[src/hdl/vid_pkg.sv]
// Shared types and constants for the vector instruction decode and hazard unit.
`timescale 1ns / 1ps
`default_nettype none

package vid_pkg;

	localparam int REG_W = 5;
	localparam int NUM_VECTOR_REGS = 32;
	localparam int MAX_LENGTH = 1024;

	// Instruction classes.
	localparam logic [1:0] CLS_INVALID = 2'd0;
	localparam logic [1:0] CLS_MEM     = 2'd1;
	localparam logic [1:0] CLS_ARITH   = 2'd2;
	localparam logic [1:0] CLS_VSET    = 2'd3;

	// Status codes.
	localparam logic [1:0] ST_OK    = 2'd0;
	localparam logic [1:0] ST_ENC   = 2'd1;
	localparam logic [1:0] ST_RANGE = 2'd2;

	// Latency classes.
	localparam logic [3:0] LAT_MEM    = 4'd10;
	localparam logic [3:0] LAT_MULDIV = 4'd5;
	localparam logic [3:0] LAT_ALU    = 4'd2;
	localparam logic [3:0] LAT_VSET   = 4'd1;

	// Major opcodes and the funct3 value that selects length setting.
	localparam logic [6:0] OP_VLOAD  = 7'h07;
	localparam logic [6:0] OP_VSTORE = 7'h27;
	localparam logic [6:0] OP_VFMA   = 7'h43;
	localparam logic [6:0] OP_VEC    = 7'h57;
	localparam logic [2:0] F3_VSET   = 3'd7;

	// Memory subtypes.
	localparam logic [2:0] MK_UNIT    = 3'd0;
	localparam logic [2:0] MK_STRIDED = 3'd1;
	localparam logic [2:0] MK_INDEXED = 3'd2;
	localparam logic [2:0] MK_SEGMENT = 3'd3;
	localparam logic [2:0] MK_WHOLE   = 3'd4;

	// Arithmetic subtypes.
	localparam logic [3:0] AK_ADD   = 4'd0;
	localparam logic [3:0] AK_SUB   = 4'd1;
	localparam logic [3:0] AK_MUL   = 4'd2;
	localparam logic [3:0] AK_DIV   = 4'd3;
	localparam logic [3:0] AK_AND   = 4'd4;
	localparam logic [3:0] AK_OR    = 4'd5;
	localparam logic [3:0] AK_XOR   = 4'd6;
	localparam logic [3:0] AK_SHIFT = 4'd7;
	localparam logic [3:0] AK_CMP   = 4'd8;

	typedef struct packed {
		logic [31:0] instr_word;
	} instr_t;

	typedef struct packed {
		logic [1:0]       instr_class;
		logic [2:0]       mem_kind;
		logic [3:0]       arith_kind;
		logic [REG_W-1:0] dest_reg;
		logic [REG_W-1:0] src_one_reg;
		logic [REG_W-1:0] src_two_reg;
		logic             masked;
		logic             touches_memory;
		logic [3:0]       latency_class;
		logic [4:0]       length_field;
		logic [1:0]       status;
		logic             hazard_prev;
	} result_t;

	// Decoded instruction as it sits in the queue between front and back.
	typedef struct packed {
		logic [1:0]       instr_class;
		logic [2:0]       mem_kind;
		logic [3:0]       arith_kind;
		logic [REG_W-1:0] dest_reg;
		logic [REG_W-1:0] src_one_reg;
		logic [REG_W-1:0] src_two_reg;
		logic             masked;
		logic             touches_memory;
		logic [3:0]       latency_class;
		logic [4:0]       length_field;
		logic [1:0]       status;
		logic             mask_use;
		logic             sets_length;
	} dec_t;

	typedef struct packed {
		logic full;
		logic empty;
	} queue_stat_t;

endpackage

`default_nettype wire

[src/hdl/vid_queue.sv]
// Short queue of decoded instructions between the front and back ends.
`timescale 1ns / 1ps
`default_nettype none

module vid_queue #(
	parameter int DEPTH = 2
) (
	input  wire logic          clk,
	input  wire logic          arst_n,
	input  wire logic          push,
	input  wire vid_pkg::dec_t wdata,
	input  wire logic          pop,
	output vid_pkg::dec_t      rdata,
	output vid_pkg::queue_stat_t stat
);
	import vid_pkg::*;

	localparam int PTR_W = (DEPTH > 1) ? $clog2(DEPTH) : 1;
	localparam int CNT_W = $clog2(DEPTH + 1);
	localparam logic [PTR_W-1:0] LAST = PTR_W'(DEPTH - 1);
	localparam logic [CNT_W-1:0] FULL_CNT = CNT_W'(DEPTH);

	dec_t             entry_q [DEPTH];
	logic [PTR_W-1:0] wr_ptr_q;
	logic [PTR_W-1:0] rd_ptr_q;
	logic [CNT_W-1:0] count_q;
	logic             do_push;
	logic             do_pop;

	assign stat.full  = (count_q == FULL_CNT);
	assign stat.empty = (count_q == '0);
	assign do_push    = push & ~stat.full;
	assign do_pop     = pop & ~stat.empty;
	assign rdata      = entry_q[rd_ptr_q];

	always_ff @(posedge clk) begin
		if (do_push) begin
			entry_q[wr_ptr_q] <= wdata;
		end
	end

	always_ff @(posedge clk or negedge arst_n) begin
		if (!arst_n) begin
			wr_ptr_q <= '0;
			rd_ptr_q <= '0;
			count_q  <= '0;
		end else begin
			if (do_push) begin
				wr_ptr_q <= (wr_ptr_q == LAST) ? '0 : wr_ptr_q + 1'b1;
			end
			if (do_pop) begin
				rd_ptr_q <= (rd_ptr_q == LAST) ? '0 : rd_ptr_q + 1'b1;
			end
			if (do_push && !do_pop) begin
				count_q <= count_q + 1'b1;
			end else if (do_pop && !do_push) begin
				count_q <= count_q - 1'b1;
			end
		end
	end

endmodule

`default_nettype wire

[config.mk]
export PLATFORM = sky130hd
export DESIGN_NAME = vid_queue
export DESIGN_NICKNAME = d
export VERILOG_FILES = /design/src/hdl/vid_pkg.sv /design/src/hdl/vid_queue.sv
export SDC_FILE = /design/constraint.sdc
export NUM_CORES = 1
export LEC_CHECK = 0
export ABC_AREA = 0
export BUFFER_PORTS_ARGS = -buffer_cell sky130_fd_sc_hd__buf_2
export CAP_MARGIN = 10
export CORE_MARGIN = 1.5
export CORE_UTILIZATION = 55
export DETAILED_ROUTE_END_ITERATION = 7
export HOLD_SLACK_MARGIN = 0.08
export PLACE_DENSITY = 0.83
export SYNTH_ARGS = -nofsm -noshare
export SYNTH_HDL_FRONTEND = slang
export SYNTH_SLANG_ARGS = --single-unit
[constraint.sdc]
create_clock -name clk -period 7.55 [get_ports clk]
set_clock_uncertainty 0.15 [all_clocks]
set_input_delay 1.51 -clock clk [delete_from_list [all_inputs] [get_ports clk]]
set_output_delay 1.51 -clock clk [all_outputs]
set_load 0.01 [all_outputs]
==> run metrics, run 1 <==
first-pass GRT wire length=7.25 mm; number of H-tree levels=3; min Tclk post-route=3.55 ns; CP Max Fanout=40; Resize count post-CTS=0; final hold viol count=0; Worst Tran Pin Value=1.14 ns; CP endpoint kind=output port; CTS tree=done; Remaining Overflow, GRT=0; drt first pass iters=4; layout cells sized above 1=59.1%; synth warn=0; worst hold path depth=1; Critical Path RT=5.89 ns; Final Power=1.40 mW; Layout area overhead=23.0%; effective utilization at floorplan=57.8%; die height=77.0 um; Final Max Slew Viols=0; Slew Limit Headroom=23.8%; row count=26; FF-to-FF End=entry_q[0][35]; Worst-path clk slew=0.07 ns; GPL Wtd Cong=0.661; WL per Instance=15.4 um; latest clock arrival within the worst-skew pair=0.33 ns; final WL=4.69 mm; r2r setup slk=5.37 ns; RSZ-0062 raised after global routing=no; # setup viols final=0; Max Cap Viol=0; worst slack, placed=4.36 ns; Die Span X=77.0 um; vias=1,529; Peak supply drop=0.411 mV; worst setup path class=reg -> out; Post-DRT Antenna Nets=0; I/O pin count=84; Worst setup SP type=register; setup ws final=4.00 ns; initial antenna violation count=0; sequential area share after synthesis=81.2%; Yosys reg bits=82; mapped cell area=0.00301 mm2; CTS Buffer Depth=2; vias in the first global route=1,523; post-synth cell types=13; vias per inst=5.01; PortBufs=83; CTS root buf=clkbuf_8; 1st-iter DRT viols=78; Sink Count=82; HP Class=reg -> reg; Num CTS Buffers=9; Peak Freq=281 MHz; power per cell area=378 mW/mm2; nets=274; drc violations=0; HPWL after detailed placement=2.97 mm; period utilization=47.1%; WP data arrival=1.89 ns; Setup TNS=0 ns; synthesized net count=184; Syn Area/Cell=21.5 um2; RR Startpoint=count_q[0]; antenna diode count=0; end of the worst hold path=count_q[1]; core area=0.00520 mm2; Setup Buffers After CTS=0; leakage power=1.41 nW; GRT Overall Usage=16.7%; Min-Delay Startpoint=count_q[1]; Cells after Synth=140; Die ar.=0.00592 mm2; reg2reg path depth=3; cts-stage hold buffer count=0; largest net degree at the start of global routing=41; outcome=finished, final reports clean
synth_stat cells:
cell type | n | share of area, %
edfxtp_1 | 78 | 78
mux2_2 | 39 | 15
buf_4 | 4 | 1.0
dfrtp_1 | 4 | 3.3
nor2_1 | 3 | 0.37
xnor2_1 | 3 | 0.87
inv_1 | 2 | 0.25
xor2_1 | 2 | 0.58
and3_1 | 1 | 0.21
ha_1 | 1 | 0.42
nand2_1 | 1 | 0.12
nand2b_1 | 1 | 0.21
o21ai_1 | 1 | 0.17
registers in the layout (all words and copies together) (netlist names):
register  count
entry_q      78
rd_ptr_q      1
wr_ptr_q      1
count_q       2
cells by family (layout without fill, tap and decap cells):
family	count (synthesis)	after routing	synth area share [%]
flops	82	82	81.2
simple gates	6	6	0.915
xor+xnor	5	5	1.46
fa+ha+maj	1	1	0.416
buf+inv	6	101	1.25
compound gates	1	1	0.166
mux	39	39	14.6
final cells by class:
type	instances	area (um2)
Sequential cell	82	2440
Multi-Input combinational cell	52	537
Tap cell	70	87.6
Clock buffer	10	128
Timing Repair Buffer	83	415
Clock inverter	6	81.3
Inverter	2	7.51
Fill cell	339	1510
worst max path at each step:
stage | slack (ns) | endpoint | start
6_report | 4.00 | rdata[29] | rd_ptr_q
5_1_grt | 3.90 | rdata[9] | rd_ptr_q
4_1_cts | 3.96 | rdata[29] | rd_ptr_q
3_5_place_dp | 4.36 | rdata[34] | rd_ptr_q
3_3_place_gp | 4.33 | rdata[34] | rd_ptr_q
2_1_floorplan | 3.72 | entry_q[0][0] | push
layer usage:
metal  routed length (um)  share of wire, %  global-route usage, %  up-vias
li1                     -                 -                      -      725
met1                 2050                44                   21.3      741
met2                 2250                48                   25.8       58
met3                  329               7.0                   5.36        5
met4                   60               1.3                   8.33        0
met5                    0                 0                      0        -
per-stage QoR:
stage | utilization [%] | cells | hold WS [ns] | area, um2
after floorplan | - | 140 | 0.311 | 3010
after global placement | 67.1 | 289 | 0.363 | 3490
after detailed placement | 67.1 | 289 | 0.355 | 3490
after CTS | 71.1 | 305 | 0.374 | 3700
after global routing | 71.1 | 305 | 0.406 | 3700
final | 71.1 | 305 | 0.375 | 3700
critical path, cell delays in order, from the launching register on:
cell     delay [ns]
dfrtp_2        0.97
mux2_2         0.43
buf_2          0.15
power breakdown:
group | internal [mW] | switching, mW | total (mW)
clock network | 0.184 | 0.141 | 0.325
logic | 0.192 | 0.186 | 0.378
registers | 0.625 | 0.0715 | 0.696
total | 1.00 | 0.398 | 1.40
placed cells by master, fill, tap and decap left out, drive strengths merged:
master     n
bufinv     2
clkinv     3
edfxtp    78
xnor2      3
mux2      39
dfrtp      4
nand2b     1
clkinvlp   1
ha         1
buf       83
nand2      1
xor2       2
and3       1
o21ai      1
nor2       3
inv        2
clkbuf    10
No activity file was read; power rests on OpenSTA's default activity.
==> run 2: changes to the inputs <==
--- a/config.mk
+++ b/config.mk
@@ -9,10 +9,10 @@
 export BUFFER_PORTS_ARGS = -buffer_cell sky130_fd_sc_hd__buf_2
 export CAP_MARGIN = 10
 export CORE_MARGIN = 1.5
-export CORE_UTILIZATION = 55
+export CORE_UTILIZATION = 46
 export DETAILED_ROUTE_END_ITERATION = 7
 export HOLD_SLACK_MARGIN = 0.08
-export PLACE_DENSITY = 0.83
+export PLACE_DENSITY = 0.75
 export SYNTH_ARGS = -nofsm -noshare
 export SYNTH_HDL_FRONTEND = slang
 export SYNTH_SLANG_ARGS = --single-unit
==> constraint.sdc (replaced) <==
create_clock -name clk -period 3.2 [get_ports clk]
set_clock_uncertainty 0.15 [all_clocks]
set_input_delay 0.64 -clock clk [delete_from_list [all_inputs] [get_ports clk]]
set_output_delay 0.64 -clock clk [all_outputs]
set_load 0.01 [all_outputs]
==> run metrics, run 2 (synthesis gave the netlist of run 1 again) <==
final WL=5.07 mm (+8.1%); CP bufs+invs=1 (unchanged); commonest cells after routing, fill and taps aside=buf_2, edfxtp_1, mux2_2; Min-Delay Startpoint=wdata[3]; Worst-path clk slew=0.09 ns (+0.02 ns); first-pass GRT wire length=7.97 mm (+9.9%); CTS Buffer Depth=2 (unchanged); min Tclk post-route=2.70 ns; r2r setup slk=1.36 ns (-4.01 ns); CP cell instances=mux2_2, buf_2; CTS root buf=clkbuf_8; vias per inst=4.87 (-2.8%); commonest non-fill, non-tap cell in the layout=buf_2; dpl cell area=0.00352 mm2 (+0.90%); Peak Freq=370 MHz; initial antenna violation count=0 (unchanged); HPWL after detailed placement=3.19 mm (+7.4%); PortBufs=83 (unchanged); RR Startpoint=count_q[0]; fill count=507 (+50%); number of H-tree levels=3 (unchanged); Max Cap Viol=0 (unchanged); Layout area overhead=24.1%; end of the worst hold path=entry_q[1][3]; I/O pin count=84 (unchanged); flip-flop and latch area=0.00244 mm2 (unchanged); WP data arrival=1.91 ns (+0.02 ns); layout cells sized above 1=60.3% (+1.1 points); Critical Path RT=2.41 ns (-3.48 ns); die height=83.9 um (+9.0%); Post-DRT Antenna Nets=0 (unchanged); antenna diode count=0 (unchanged); max reg flops=78 (unchanged); HP Class=in -> reg; Setup TNS=0 ns (unchanged); Worst setup SP type=register; CP delay by family, top=flip-flops; CP max-delay cell=dfrtp_2; Worst Tran Pin Value=0.912 ns (-0.228 ns); Die Span X=83.9 um (+9.0%); RSZ-0062 raised after global routing=no; latest clock arrival within the worst-skew pair=0.34 ns (about the same); CP peak stage delay=0.97 ns (about the same); vias in the first global route=1,627 (+6.8%); WL per Instance=16.0 um (+4.3%); period utilization=84.4%; Resize count post-CTS=0 (unchanged); nets=278 (+1.5%); drt first pass iters=4 (unchanged); power per cell area=882 mW/mm2 (+130%); GPL Wtd Cong=0.683 (+3.3%); Die ar.=0.00703 mm2 (+19%); effective utilization at floorplan=47.4% (-10 points); Multi-input gate area=537 um2 (unchanged); CTS tree=done; # setup viols final=0 (unchanged); worst setup path class=reg -> out; worst hold path depth=1 (unchanged); Setup Buffers After CTS=0 (unchanged); Final Cell Area=0.00373 mm2 (+0.88%); Final Max Slew Viols=0 (unchanged); GRT Overall Usage=15.3% (-1.4 points); Sink Count=82 (unchanged); FF-to-FF End=entry_q[0][7]; outcome=finished, final reports clean; Num CTS Buffers=9 (unchanged); Reg with most FFs=entry_q; vias=1,540 (+0.72%); CP Max Fanout=40 (unchanged); 1st-iter DRT viols=98 (+26%); Slew Limit Headroom=39.2% (+15 points); Top Registers=entry_q x78, count_q x2; core area=0.00635 mm2 (+22%); Remaining Overflow, GRT=0 (unchanged); Post-Layout Cell Count=316 (+3.6%); row count=29 (+12%); DP Cell Count=299 (+3.5%); CP endpoint kind=output port; leakage power=1.42 nW (+0.87%); drc violations=0 (unchanged); cts-stage hold buffer count=1 (+1); largest net degree at the start of global routing=41 (unchanged); final hold viol count=0 (unchanged); reg2reg path depth=4 (+1); Peak supply drop=0.595 mV (+45%)
[run 2: final cells by class]
class                           instances  area share (%)
Sequential cell                        82            65.5
Multi-Input combinational cell         52            14.4
Inverter                                2           0.201
Clock inverter                          7            2.04
Tap cell                               77            2.58
Clock buffer                            9            3.32
Timing Repair Buffer                   87            12.0
[run 2: worst max path at each step]
stage                     startpoint            end  slack (ns)  depth (start not counted)
final                       rd_ptr_q       rdata[5]        0.50                          2
after global routing        rd_ptr_q      rdata[16]        0.39                          2
after CTS                   rd_ptr_q       rdata[5]        0.45                          2
after detailed placement    rd_ptr_q       rdata[5]        0.83                          2
after global placement      rd_ptr_q       rdata[5]        0.84                          2
after floorplan                 push  entry_q[0][0]        0.24                          2
[run 2: metrics by stage]
step | hold WS [ns] | power [mW] | worst slack [ns] | utilization (%)
2_1_floorplan | 0.194 | 2.23 | 0.242 | -
3_3_place_gp | 0.301 | 2.57 | 0.841 | 55.5
3_5_place_dp | 0.306 | 2.60 | 0.834 | 55.5
4_1_cts | 0.310 | 3.34 | 0.455 | 58.8
5_1_grt | 0.309 | 3.46 | 0.387 | 58.8
6_report | 0.326 | 3.29 | 0.499 | 58.8
[run 2: worst reg2reg max path, cell delays in order, from the launching register on]
cell	delay, ns
dfrtp_1	0.44
nand2b_1	0.17
nand2_1	0.14
nor2_4	0.10
buf_4	0.46
[run 2: metal layers]
metal | part of all wire (%) | global-route usage (%) | vias up
li1 | - | - | 731
met1 | 43 | 19.3 | 748
met2 | 50 | 24.1 | 53
met3 | 5.1 | 4.55 | 8
met4 | 1.7 | 7.60 | 0
met5 | 0 | 0 | -
[run 2: power breakdown]
part / switching (mW) / leakage, nW / internal (mW)
combinational: 0.446 / 0.558 / 0.469
sequential: 0.169 / 0.770 / 1.47
clock: 0.374 / 0.0962 / 0.365
==> run 3: changes to the inputs <==
==> constraint.sdc (replaced) <==
create_clock -name clk -period 2.4 [get_ports clk]
set_clock_uncertainty 0.15 [all_clocks]
set_input_delay 0.48 -clock clk [delete_from_list [all_inputs] [get_ports clk]]
set_output_delay 0.48 -clock clk [all_outputs]
set_load 0.01 [all_outputs]
==> run metrics, run 3 (synthesis gave the netlist of run 1 again) <==
WL per Instance=15.7 um (-1.8%); initial antenna violation count=0 (unchanged); Worst-path clk slew=0.08 ns (about the same); HPWL after detailed placement=3.29 mm (+3.2%); vias=1,552 (+0.78%); r2r setup slk=0.66 ns (-0.70 ns); number of H-tree levels=3 (unchanged); reg2reg path depth=7 (+3); commonest non-fill, non-tap cell in the layout=buf_2; first-pass GRT wire length=7.86 mm (-1.4%); commonest cells after routing, fill and taps aside=buf_2, edfxtp_1, mux2_2; Setup crit start=rd_ptr_q; WP data arrival=1.54 ns (-0.37 ns); outcome=finished, final reports clean; GRT Overall Usage=15.3% (about the same); Die Span X=83.9 um (unchanged); die height=83.9 um (unchanged); CTS Buffer Depth=2 (unchanged); final hold viol count=0 (unchanged); Peak Freq=460 MHz; worst setup path class=reg -> out; period utilization=90.6%; CP endpoint kind=output port; worst slack, placed=0.573 ns (-0.261 ns); row count=29 (unchanged); cts-stage hold buffer count=1 (unchanged); Sink Count=82 (unchanged); Layout area overhead=25.6%; setup ws final=0.226 ns (-0.273 ns); Remaining Overflow, GRT=0 (unchanged); Top Registers=entry_q x78, count_q x2; nets=280 (+0.72%); Final Max Slew Viols=0 (unchanged); CP endpoint=rdata[38]; Post-DRT Antenna Nets=0 (unchanged); drt first pass iters=4 (unchanged); leakage power=1.45 nW (+1.8%); Peak supply drop=0.752 mV (+26%); RSZ-0062 raised after global routing=no; min Tclk post-route=2.17 ns; CTS tree=done; CTS root buf=clkbuf_8; vias per inst=4.93 (+1.1%); RR Startpoint=count_q[0]; core area=0.00635 mm2 (unchanged); Worst setup SP type=register; Setup Buffers After CTS=0 (unchanged); # setup viols final=0 (unchanged); antenna diode count=0 (unchanged); Resize count post-CTS=0 (unchanged); vias in the first global route=1,616 (-0.68%); HP Class=in -> reg; latest clock arrival within the worst-skew pair=0.33 ns (about the same); CP Max Fanout=26 (-35%); effective utilization at floorplan=47.4% (unchanged); Hold Slack=0.181 ns (-0.145 ns); Critical Path RT=1.77 ns (-0.64 ns); power per cell area=1200 mW/mm2 (+36%); PortBufs=83 (unchanged); Worst Tran Pin Value=0.342 ns (-0.570 ns); Final Power=4.54 mW (+38%); Reg with most FFs=entry_q; 1st-iter DRT viols=62 (-37%); max reg flops=78 (unchanged); layout cells sized above 1=59.7% (-0.59 points); largest net degree at the start of global routing=40 (-2.4%); fill count=491 (-3.2%); FF-to-FF End=count_q[1]; Die ar.=0.00703 mm2 (unchanged); I/O pin count=84 (unchanged); drc violations=0 (unchanged); Max Cap Viol=0 (unchanged); Setup TNS=0 ns (unchanged); Slew Limit Headroom=77.2% (+38 points); GPL Wtd Cong=0.750 (+9.8%); final WL=4.96 mm (-2.1%); Num CTS Buffers=9 (unchanged)
-- run 3: layout make-up --
class	instances	area (um2)	area share, %
Clock buffer	9	124	3.28
Timing Repair Buffer	89	475	12.6
Inverter	2	7.51	0.199
Sequential cell	82	2440	64.7
Tap cell	77	96.3	2.55
Clock inverter	4	93.8	2.48
Multi-Input combinational cell	52	537	14.2
-- run 3: stage by stage --
step,util [%],std cells,cell area [um2]
2_1_floorplan,-,140,3010
3_3_place_gp,55.9,301,3550
3_5_place_dp,55.9,301,3550
4_1_cts,59.5,315,3780
5_1_grt,59.5,315,3780
6_report,59.5,315,3780
-- run 3: routing by layer --
metal / vias up / GRT usage, % / wire (um)
li1: 733 / - / -
met1: 757 / 18.9 / 2110
met3: 11 / 4.35 / 254
met2: 51 / 24.0 / 2460
met5: - / 0 / 0
met4: 0 / 8.94 / 135
-- run 3: worst min-delay path by stage --
stage                    from             end  slack (ns)  cells past startpoint
floorplan              arst_n      count_q[0]        0.03                      0
global placement       arst_n        wr_ptr_q        0.14                      1
detailed placement     arst_n      count_q[1]        0.15                      1
CTS                 wdata[12]  entry_q[1][12]        0.16                      1
global route        wdata[12]  entry_q[0][12]        0.15                      1
finish              wdata[12]  entry_q[1][12]        0.18                      1
-- run 3: worst max-delay path, cell delays in order, from the launching register on --
cell	delay (ns)
dfrtp_2	0.36
buf_4	0.33
mux2_2	0.39
buf_2	0.14
-- run 3: where the power goes --
| group | total, mW | internal, mW | switching, mW |
|---|---|---|---|
| registers | 2.06 | 1.96 | 0.0986 |
| clock network | 1.10 | 0.671 | 0.434 |
| logic | 1.38 | 0.658 | 0.723 |
| total | 4.54 | 3.29 | 1.25 |
