## config.mk

```make
export PLATFORM = sky130hd
export DESIGN_NAME = vid_back_flat
export DESIGN_NICKNAME = d
export VERILOG_FILES = /design/src/hdl/vid_pkg.sv /design/src/hdl/vid_chan_if.sv /design/src/hdl/vid_back.sv /design/src/flat_wrapper.sv
export SDC_FILE = /design/constraint.sdc
export NUM_CORES = 1
export LEC_CHECK = 0
export ABC_AREA = 1
export BUFFER_PORTS_ARGS = -buffer_cell sky130_fd_sc_hd__buf_2
export CAP_MARGIN = 15
export CORE_MARGIN = 1
export CORE_UTILIZATION = 53
export DETAILED_ROUTE_END_ITERATION = 8
export GPL_TIMING_DRIVEN = 0
export PLACE_DENSITY_LB_ADDON = 0.15
export SYNTH_ARGS = -nofsm -noshare
export SYNTH_HDL_FRONTEND = slang
export SYNTH_SLANG_ARGS = --single-unit
```

## constraint.sdc

```tcl
create_clock -name clk -period 2.8 [get_ports clk]
set_clock_uncertainty 0.1 [all_clocks]
set_input_delay 0.56 -clock clk [delete_from_list [all_inputs] [get_ports clk]]
set_output_delay 0.56 -clock clk [all_outputs]
set_load 0.005 [all_outputs]
```

## src/hdl/vid_pkg.sv

```systemverilog
// Shared types and constants for the vector instruction decode and hazard unit.
`timescale 1ns / 1ps
`default_nettype none

package vid_pkg;

	localparam int REG_W = 5;
	localparam int NUM_VECTOR_REGS = 32;
	localparam int MAX_LENGTH = 1024;

	// Instruction classes.
	localparam logic [1:0] CLS_INVALID = 2'd0;
	localparam logic [1:0] CLS_MEM     = 2'd1;
	localparam logic [1:0] CLS_ARITH   = 2'd2;
	localparam logic [1:0] CLS_VSET    = 2'd3;

	// Status codes.
	localparam logic [1:0] ST_OK    = 2'd0;
	localparam logic [1:0] ST_ENC   = 2'd1;
	localparam logic [1:0] ST_RANGE = 2'd2;

	// Latency classes.
	localparam logic [3:0] LAT_MEM    = 4'd10;
	localparam logic [3:0] LAT_MULDIV = 4'd5;
	localparam logic [3:0] LAT_ALU    = 4'd2;
	localparam logic [3:0] LAT_VSET   = 4'd1;

	// Major opcodes and the funct3 value that selects length setting.
	localparam logic [6:0] OP_VLOAD  = 7'h07;
	localparam logic [6:0] OP_VSTORE = 7'h27;
	localparam logic [6:0] OP_VFMA   = 7'h43;
	localparam logic [6:0] OP_VEC    = 7'h57;
	localparam logic [2:0] F3_VSET   = 3'd7;

	// Memory subtypes.
	localparam logic [2:0] MK_UNIT    = 3'd0;
	localparam logic [2:0] MK_STRIDED = 3'd1;
	localparam logic [2:0] MK_INDEXED = 3'd2;
	localparam logic [2:0] MK_SEGMENT = 3'd3;
	localparam logic [2:0] MK_WHOLE   = 3'd4;

	// Arithmetic subtypes.
	localparam logic [3:0] AK_ADD   = 4'd0;
	localparam logic [3:0] AK_SUB   = 4'd1;
	localparam logic [3:0] AK_MUL   = 4'd2;
	localparam logic [3:0] AK_DIV   = 4'd3;
	localparam logic [3:0] AK_AND   = 4'd4;
	localparam logic [3:0] AK_OR    = 4'd5;
	localparam logic [3:0] AK_XOR   = 4'd6;
	localparam logic [3:0] AK_SHIFT = 4'd7;
	localparam logic [3:0] AK_CMP   = 4'd8;

	typedef struct packed {
		logic [31:0] instr_word;
	} instr_t;

	typedef struct packed {
		logic [1:0]       instr_class;
		logic [2:0]       mem_kind;
		logic [3:0]       arith_kind;
		logic [REG_W-1:0] dest_reg;
		logic [REG_W-1:0] src_one_reg;
		logic [REG_W-1:0] src_two_reg;
		logic             masked;
		logic             touches_memory;
		logic [3:0]       latency_class;
		logic [4:0]       length_field;
		logic [1:0]       status;
		logic             hazard_prev;
	} result_t;

	// Decoded instruction as it sits in the queue between front and back.
	typedef struct packed {
		logic [1:0]       instr_class;
		logic [2:0]       mem_kind;
		logic [3:0]       arith_kind;
		logic [REG_W-1:0] dest_reg;
		logic [REG_W-1:0] src_one_reg;
		logic [REG_W-1:0] src_two_reg;
		logic             masked;
		logic             touches_memory;
		logic [3:0]       latency_class;
		logic [4:0]       length_field;
		logic [1:0]       status;
		logic             mask_use;
		logic             sets_length;
	} dec_t;

	typedef struct packed {
		logic full;
		logic empty;
	} queue_stat_t;

endpackage

`default_nettype wire

```

## src/hdl/vid_chan_if.sv

```systemverilog
// Valid/ready channel interface with a typed payload.
`timescale 1ns / 1ps
`default_nettype none

interface vid_chan_if #(
	parameter type payload_t = logic
);
	logic     valid;
	logic     ready;
	payload_t payload;

	modport source (output valid, output payload, input ready);
	modport sink (input valid, input payload, output ready);
endinterface

`default_nettype wire

```

## src/hdl/vid_back.sv

```systemverilog
// Back end: hazard check against the last instruction that passed validation and the result register.
`timescale 1ns / 1ps
`default_nettype none

module vid_back (
	input  wire logic          clk,
	input  wire logic          arst_n,
	input  wire logic          q_valid,
	input  wire vid_pkg::dec_t q_rdata,
	output logic               q_pop,
	vid_chan_if.source         result
);
	import vid_pkg::*;

	logic             prev_valid_q;
	logic [REG_W-1:0] prev_dest_q;
	logic [REG_W-1:0] prev_src_one_q;
	logic [REG_W-1:0] prev_src_two_q;
	logic             prev_masked_q;
	logic             prev_memory_q;
	logic             prev_sets_length_q;
	logic             res_valid_q;
	result_t          res_q;
	dec_t             d;
	logic             hazard;

	assign d = q_rdata;

	always_comb begin
		hazard = 1'b0;
		if (prev_valid_q && d.instr_class != CLS_INVALID) begin
			hazard = prev_sets_length_q || d.sets_length
				|| (prev_dest_q == d.dest_reg)
				|| (prev_dest_q == d.src_one_reg) || (prev_dest_q == d.src_two_reg)
				|| (d.dest_reg == prev_src_one_q) || (d.dest_reg == prev_src_two_q)
				|| ((prev_masked_q || d.mask_use)
					&& (prev_dest_q == '0 || d.dest_reg == '0))
				|| (prev_memory_q && d.touches_memory);
		end
	end

	// The result register frees up in the same cycle its transfer completes.
	assign q_pop = q_valid & (~res_valid_q | result.ready);

	always_ff @(posedge clk) begin
		if (q_pop) begin
			res_q.instr_class    <= d.instr_class;
			res_q.mem_kind       <= d.mem_kind;
			res_q.arith_kind     <= d.arith_kind;
			res_q.dest_reg       <= d.dest_reg;
			res_q.src_one_reg    <= d.src_one_reg;
			res_q.src_two_reg    <= d.src_two_reg;
			res_q.masked         <= d.masked;
			res_q.touches_memory <= d.touches_memory;
			res_q.latency_class  <= d.latency_class;
			res_q.length_field   <= d.length_field;
			res_q.status         <= d.status;
			res_q.hazard_prev    <= hazard;
		end
	end

	always_ff @(posedge clk or negedge arst_n) begin
		if (!arst_n) begin
			res_valid_q        <= 1'b0;
			prev_valid_q       <= 1'b0;
			prev_dest_q        <= '0;
			prev_src_one_q     <= '0;
			prev_src_two_q     <= '0;
			prev_masked_q      <= 1'b0;
			prev_memory_q      <= 1'b0;
			prev_sets_length_q <= 1'b0;
		end else begin
			if (q_pop) begin
				res_valid_q <= 1'b1;
			end else if (result.ready) begin
				res_valid_q <= 1'b0;
			end
			// Only instructions that pass validation become the comparison point.
			if (q_pop && d.status == ST_OK) begin
				prev_valid_q       <= 1'b1;
				prev_dest_q        <= d.dest_reg;
				prev_src_one_q     <= d.src_one_reg;
				prev_src_two_q     <= d.src_two_reg;
				prev_masked_q      <= d.mask_use;
				prev_memory_q      <= d.touches_memory;
				prev_sets_length_q <= d.sets_length;
			end
		end
	end

	assign result.valid   = res_valid_q;
	assign result.payload = res_q;

endmodule

`default_nettype wire
```

## src/flat_wrapper.sv

```systemverilog
// flat-port wrapper written by rule: the top's interface ports become plain ports
module vid_back_flat import vid_pkg::*;
  (clk, arst_n, q_valid, q_rdata, q_pop, result_valid, result_payload, result_ready);
  vid_chan_if result_i ();
  input  wire logic clk;
  input  wire logic arst_n;
  input  wire logic q_valid;
  input  wire vid_pkg::dec_t q_rdata;
  output logic q_pop;
  output wire logic [$bits(result_i.valid)-1:0] result_valid;
  output wire logic [$bits(result_i.payload)-1:0] result_payload;
  input wire logic [$bits(result_i.ready)-1:0] result_ready;
  assign result_valid = result_i.valid;
  assign result_payload = result_i.payload;
  assign result_i.ready = result_ready;
  vid_back u_core (.clk(clk), .arst_n(arst_n), .q_valid(q_valid), .q_rdata(q_rdata), .q_pop(q_pop), .result(result_i));
endmodule
```

==> metrics, run 1 <==
WP data required 2140 ps; Unique masters post-synth 21; FF+latch count, synth 21; share of cells above drive strength 1 21.9%; period utilization 63.4%; Fmax 563 MHz; first-pass GRT wire length 4710 um; CP Max Fanout 4; DRT antenna net count 0; CTS tree done; Fin. Hold Viols 0; Skew-Pair Late Insertion Delay 310 ps; power density cells 528 nW/um2; CP Launch Type register; Post-Syn Area 1290 um2; final RePlAce weighted congestion 0.863; die area 2650 um2; CP arrival 1120 ps; Post-Syn Area per Cell 6.74 um2; Top Ports 46; worst setup path category register to output port; Pre-antenna DRT Iters 4; total chip power 0.790 mW; Routed WL 2820 um; Final min period 1780 ps; Synth warnings 0; most common cell after layout, fill and taps aside nand2_1; vias 1220; status complete, no violations; setup total negative slack 0 ps; # Max-Cap Violations 0; clock root buffer clkbuf_4; hold bufs inserted after CTS 0; most frequent cells in the layout nand2_1 (76), buf_2 (29), inv_1 (26); number of global-route vias before repair 1100; hold crit path type input pin to async pin; DR vias/cell 4.84; Slew Limit Fails 0; initial antenna violation count 0; Layout Nets 268; Die Span Y 51.4 um; GRT overflow 0; Starting Density 57.4%; setup violators final 0; Post-CTS Resized 0; Die Width 51.4 um; Clk pin slew, worst setup/hold paths 120 ps; Row Count 17; DR iter-0 viols 29; Worst-Margin Slew 459 ps; antenna fix cells 0; IO Port Bufs 28; Max H-tree Level 1; # Post-CTS Setup Buffers 0; largest net degree at the start of global routing 21; maximum VDD drop 0.000347 V; relative slew slack 69.4%; Leak 0.883 nW; CP Capture Type output port; all-layer global routing usage 24.7%; Num CTS Buffers 3; Synth-to-Final Area Change 15.7%; register area share after synthesis 41.0%; Final HPWL DP 2190 um; CTS max path bufs 2; RSZ-0062 raised after global routing false; # DRC 0; Gate Count Post-Synth 192; routed len/inst 11.2 um; core area 2250 um2; CTS sink cnt 21; Net Count, Synth 235
-- routing by layer --
| layer | vias to the layer above | share of wire, % | wire length [um] | global-route usage [%] |
|---|---|---|---|---|
| li1 | 641 | - | - | - |
| met1 | 550 | 48 | 1340 | 31.8 |
| met2 | 24 | 47 | 1320 | 39.0 |
| met3 | 5 | 3.9 | 109 | 5.06 |
| met4 | 0 | 1.8 | 51 | 12.2 |
| met5 | - | 0 | 0 | 0 |
-- critical path: stages, from the launching register on --
cell	delay, ps
dfrtp_1	440
a21oi_4	220
buf_2	150
-- stage by stage --
stage	std cells	setup slack [ps]	utilization (%)	hold WS, ps	area (um2)
finish	252	1020	66.4	72.9	1500
global route	252	966	66.4	98.2	1500
CTS	252	1010	66.4	81.4	1500
detailed placement	248	1070	65.2	350	1470
global placement	248	1130	65.2	347	1470
floorplan	192	1340	-	164	1290
-- area by class of cell --
cell class,count,area [um2]
Multi-Input combinational cell,135,613
Sequential cell,21,531
Buffer,3,27.5
Timing Repair Buffer,28,140
Fill cell,207,757
Clock buffer,3,22.5
Clock inverter,1,5.00
Tap cell,28,35.0
Inverter,33,124
-- path summary, 6_finish.rpt --
path                                       start                  endpoint  slack, ps  depth (start not counted)
hold reg to reg              u_core.prev_valid_q       u_core.prev_valid_q        370                          2
min in group clk             u_core.prev_valid_q       u_core.prev_valid_q        370                          2
setup reg to reg           u_core.prev_dest_q[1]     u_core.result.payload       1400                          8
setup / recovery             u_core.result.valid                     q_pop       1020                          2
max in group asynchronous                 arst_n  u_core.prev_src_two_q[3]       2200                          1
hold / removal                            arst_n  u_core.prev_src_two_q[1]         70                          1
-- cells in the mapped netlist --
| cell type | instances | area share (%) |
|---|---|---|
| buf_6 | 2 | 1.7 |
| or2_2 | 1 | 0.48 |
| nand4_1 | 1 | 0.48 |
| a21oi_1 | 2 | 0.77 |
| dfrtp_1 | 20 | 39 |
| nand2_4 | 1 | 0.87 |
| nand2_1 | 76 | 22 |
| nand3_1 | 7 | 2.7 |
| a21oi_2 | 1 | 0.68 |
| inv_2 | 7 | 2.0 |
| o21ai_0 | 17 | 6.6 |
| buf_2 | 1 | 0.39 |
| nor2_2 | 1 | 0.48 |
| nor2_1 | 19 | 5.5 |
| mux2_2 | 2 | 1.7 |
| xnor2_1 | 4 | 2.7 |
| edfxtp_1 | 1 | 2.3 |
| inv_1 | 26 | 7.5 |
| xor2_1 | 1 | 0.68 |
| a21oi_4 | 1 | 1.3 |
| o21ai_1 | 1 | 0.39 |
-- cell families (layout without fill, tap and decap cells) --
| group | Yosys count | after routing | synth area share (%) |
|---|---|---|---|
| buffers and inverters | 36 | 68 | 11.7 |
| multiplexers | 2 | 2 | 1.74 |
| XOR/XNOR | 5 | 5 | 3.38 |
| flip-flops | 21 | 21 | 41.0 |
| AO/OA/AOI/OAI | 22 | 22 | 9.66 |
| AND/OR/NAND/NOR | 106 | 106 | 32.6 |
-- state kept, by name, summed over array words and instances, names as in the netlist --
register	cells
u_core.result.payload	1
u_core.prev_masked_q	1
u_core.prev_valid_q	1
u_core.prev_dest_q	5
u_core.prev_memory_q	1
u_core.prev_sets_length_q	1
u_core.prev_src_one_q	5
u_core.prev_src_two_q	5
u_core.result.valid	1
-- power by group --
part	total (mW)	leakage, nW	internal, mW	switching, mW
clock network	0.148	0.0177	0.0535	0.0947
registers	0.408	0.251	0.359	0.0496
logic	0.233	0.614	0.101	0.133
total	0.790	0.883	0.513	0.277
(Power assumes the default switching activity.)
==> run 2, diff against run 1 <==
--- a/config.mk
+++ b/config.mk
@@ -9,7 +9,7 @@
 export BUFFER_PORTS_ARGS = -buffer_cell sky130_fd_sc_hd__buf_2
 export CAP_MARGIN = 15
 export CORE_MARGIN = 1
-export CORE_UTILIZATION = 53
+export CORE_UTILIZATION = 44
 export DETAILED_ROUTE_END_ITERATION = 8
 export GPL_TIMING_DRIVEN = 0
 export PLACE_DENSITY_LB_ADDON = 0.15
==> constraint.sdc (replaced) <==
create_clock -name clk -period 1.6 [get_ports clk]
set_clock_uncertainty 0.1 [all_clocks]
set_input_delay 0.32 -clock clk [delete_from_list [all_inputs] [get_ports clk]]
set_output_delay 0.32 -clock clk [all_outputs]
set_load 0.005 [all_outputs]
==> run 2 against run 1 <==
  * Via count increased by 1.9%
  * Register-to-register slack worse by 1200 ps
  * Largest power group unchanged
  * Wire length is 4.6% higher
  * Largest cell class unchanged
  * Die area up 20%
  * Clock power up 86%
  * First-iteration DRC count is 76% higher
==> metrics, run 2 (same netlist as run 1, synthesis figures left out) <==
M1 GR Usage 28.4%; largest registers u_core.prev_dest_q (5), u_core.prev_src_one_q (5), u_core.prev_src_two_q (5); Synth-to-Final Area Change 16.7%; Worst-Margin Slew 464 ps; CTS sink cnt 21; CP arrival 1120 ps; worst setup path category register to output port; number of global-route vias before repair 1163; Leak 0.888 nW; vias 1243; area of the multi-input gates 613 um2; all-layer global routing usage 20.6%; Layout Nets 269; share of cells above drive strength 1 21.8%; DR vias/cell 4.86; routed len/inst 11.5 um; hold crit path type input pin to register; CTS tree done; final RePlAce weighted congestion 0.850; grt met3 use 2.30%; register area 531 um2; IO Port Bufs 28; core area 2780 um2; Max H-tree Level 1; final setup margin 55.1 ps; Top Ports 46; relative slew slack 69.1%; power density cells 925 nW/um2; RSZ-0062 raised after global routing false; fillers 279; Pre-antenna DRT Iters 5; Row Count 19; setup violators final 0; Final Util 54.3%; Skew-Pair Late Insertion Delay 320 ps; WP data required 1180 ps; Post-CTS Resized 0; most frequent cells in the layout nand2_1 (76), buf_2 (29), inv_1 (26); Post-Layout Inst Area 1510 um2; # Max-Cap Violations 0; Fin. Hold Viols 0; Slew Limit Fails 0; first-pass GRT wire length 5060 um; status complete, no violations; initial antenna violation count 0; GR Layer Usage met2 33.2%; Fmax 647 MHz; CTS max path bufs 2; clock root buffer clkbuf_4; DRT antenna net count 0; # DRC 0; # placed instances 251; Placement Setup Slack 182 ps; most common cell after layout, fill and taps aside nand2_1; die area 3160 um2; CP Capture Type output port; Starting Density 46.6%; largest net degree at the start of global routing 21; hold slack 122 ps; setup total negative slack 0 ps; placed standard-cell area 1470 um2; CP Max Fanout 4; Die Span Y 56.3 um; Layout Cells excl Fill 256; total chip power 1.40 mW; Final HPWL DP 2260 um; GRT overflow 0; Routed WL 2950 um; Clk pin slew, worst setup/hold paths 130 ps; maximum VDD drop 0.000683 V; period utilization 96.6%; CP Launch Type register; Final min period 1540 ps; Most Used Layer, Global Route met2; Die Width 56.3 um; DR iter-0 viols 51; Num CTS Buffers 3; antenna fix cells 0
run 2: changes by cell type in the layout (fill, tap and decap cells not counted):
cell / previous run / this run
dlygate4sd3_1: 0 / 1
run 2: timing repair:
action                                 CTS  global route
hold buffers                             1             0
setup buffers                            0             0
endpoints found under the hold margin   20             0
run 2: worst max-delay path, cell delays in order (launching register included):
cell,delay [ps]
dfrtp_1,440
a21oi_4,220
buf_2,150
run 2: layout make-up:
class	instances	area share, %
multi-input combinational	135	40.6
sequential	21	35.1
timing repair buffer	29	9.93
inverter	33	8.20
tap	31	2.57
buffer	3	1.82
clock buffer	3	1.49
clock inverter	1	0.331
run 2: metal layers:
layer,vias up,wire length [um]
met5,-,0
met4,0,46
met3,5,56
met2,18,1410
met1,576,1440
li1,644,-
run 2: worst paths after layout:
kind                                        from                        to  slack [ps]  cells after the start
min in group asynchronous                 arst_n       u_core.prev_valid_q         370                      2
max in group asynchronous                 arst_n  u_core.prev_src_two_q[1]         720                      2
hold reg to reg              u_core.prev_valid_q       u_core.prev_valid_q         370                      2
setup / recovery             u_core.result.valid                     q_pop          60                      2
hold / removal                           q_valid       u_core.result.valid         120                      3
setup reg to reg           u_core.prev_dest_q[1]     u_core.result.payload         200                      8
run 2: power breakdown:
| group | switching, mW | internal [mW] |
|---|---|---|
| combinational | 0.232 | 0.178 |
| clock | 0.182 | 0.0936 |
| sequential | 0.0844 | 0.628 |
==> run 3, diff against run 2 <==
==> constraint.sdc (replaced) <==
create_clock -name clk -period 1.6 [get_ports clk]
set_clock_uncertainty 0.1 [all_clocks]
set_input_delay 0.32 -clock clk [delete_from_list [all_inputs] [get_ports clk]]
set_output_delay 0.32 -clock clk [all_outputs]
set_load 0.01 [all_outputs]
==> run 3 against run 2 <==
  * Global-route usage did not move
  * Wire length about the same
  * Sequential share of layout area unchanged
  * Die area unchanged
  * First-iteration DRC count decreased by 18%
  * Fmax is 0.42% higher
  * Design area stayed put
  * Count of clock-buffer cells in the layout unchanged
  * Critical path type unchanged
==> metrics, run 3 (same netlist as run 1, synthesis figures left out) <==
status complete, no violations; DR iter-0 viols 42; placed standard-cell area 1470 um2; Top Ports 46; Post-CTS Resized 0; Num CTS Buffers 3; IO Port Bufs 28; core area 2780 um2; largest net degree at the start of global routing 21; routed len/inst 11.5 um; area of the multi-input gates 613 um2; antenna fix cells 0; Die Width 56.3 um; Fin. Hold Viols 0; largest registers u_core.prev_dest_q (5), u_core.prev_src_one_q (5), u_core.prev_src_two_q (5); RSZ-0062 raised after global routing false; Final min period 1540 ps; CTS sink cnt 21; Routed WL 2950 um; CTS max path bufs 2; vias 1243; maximum VDD drop 0.000685 V; power density cells 927 nW/um2; Row Count 19; DRT antenna net count 0; final RePlAce weighted congestion 0.850; Starting Density 46.6%; # Post-CTS Setup Buffers 0; CP Launch Type register; most common cell after layout, fill and taps aside nand2_1; # DRC 0; # Max-Cap Violations 0; setup total negative slack 0 ps; setup violators final 0; Slew Limit Fails 0; CTS tree done; first-pass GRT wire length 5060 um; DR vias/cell 4.86; fillers 279; Die Span Y 56.3 um; period utilization 96.1%; hold crit path type input pin to register; most frequent cells in the layout nand2_1 (76), buf_2 (29), inv_1 (26); initial antenna violation count 0; register area 531 um2; Final HPWL DP 2260 um; die area 3160 um2; WP data required 1180 ps; CP max stage cell dfrtp_1; Layout Nets 269; Max H-tree Level 1; Fmax 650 MHz; cells along the critical path a21oi_4, buf_2; Leak 0.888 nW; all-layer global routing usage 20.6%; number of global-route vias before repair 1163; Post-Layout Inst Area 1510 um2; share of cells above drive strength 1 21.8%; Synth-to-Final Area Change 16.7%; Pre-antenna DRT Iters 5; CP arrival 1120 ps; CP Max Fanout 4; GRT overflow 0; Clk pin slew, worst setup/hold paths 130 ps; relative slew slack 69.1%; Worst-Margin Slew 464 ps; hold slack 122 ps; Skew-Pair Late Insertion Delay 320 ps; clock root buffer clkbuf_4; max incr delay on CP 440 ps; CP Capture Type output port; worst setup path category register to output port
==> run 3: cell counts in the layout (fill, tap and decap cells not counted) <==
No cell type changed its count.
==> run 3: final timing paths <==
path                                       start                       end  slack [ps]  cells past startpoint
min reg2reg                  u_core.prev_valid_q       u_core.prev_valid_q         370                      2
max reg2reg                u_core.prev_dest_q[1]     u_core.result.payload         200                      8
max in group asynchronous                 arst_n  u_core.prev_src_two_q[1]         720                      2
min                                      q_valid       u_core.result.valid         120                      3
min in group asynchronous                 arst_n       u_core.prev_valid_q         370                      2
max                          u_core.result.valid                     q_pop          60                      2
==> run 3: power breakdown <==
part	switching (mW)	leakage (nW)	internal (mW)	total (mW)
clock network	0.182	0.0177	0.0936	0.276
logic	0.235	0.619	0.178	0.413
registers	0.0843	0.251	0.628	0.712
==> run 3: area by class of cell <==
cell class | instances | share of cell area (%)
Multi-Input combinational cell | 135 | 40.6
Tap cell | 31 | 2.57
Clock buffer | 3 | 1.49
Buffer | 3 | 1.82
Timing Repair Buffer | 29 | 9.93
Sequential cell | 21 | 35.1
Clock inverter | 1 | 0.331
Inverter | 33 | 8.20
==> run 3: metal layers <==
metal  global-route usage (%)  wire length, um  vias to the layer above
li1                         -                -                      644
met1                     28.4             1440                      576
met2                     33.2             1410                       18
met3                     2.30               56                        5
met4                     8.01               46                        0
met5                        0                0                        -
==> run 3: per-stage QoR <==
step	power [mW]	utilization, %	setup slack [ps]	std cells
6_report	1.40	54.3	61.6	256
5_1_grt	1.50	54.3	14.9	256
4_1_cts	1.41	54.3	24.3	256
3_5_place_dp	1.14	53.0	182	251
3_3_place_gp	1.12	53.0	190	251
2_1_floorplan	0.999	-	301	192
==> run 3: worst max-delay path: cells and delay by family (launching register included) <==
kind,cells,cell delay (ps)
AOI/OAI and AO/OA,1,200
buffers and inverters,1,160
DFF,1,440
==> run 3: repair_timing <==
item                                    4_1_cts  5_1_grt
hold buffers                                  1        0
endpoints found under the setup margin        0        1
hold endpoints to repair                     20        0
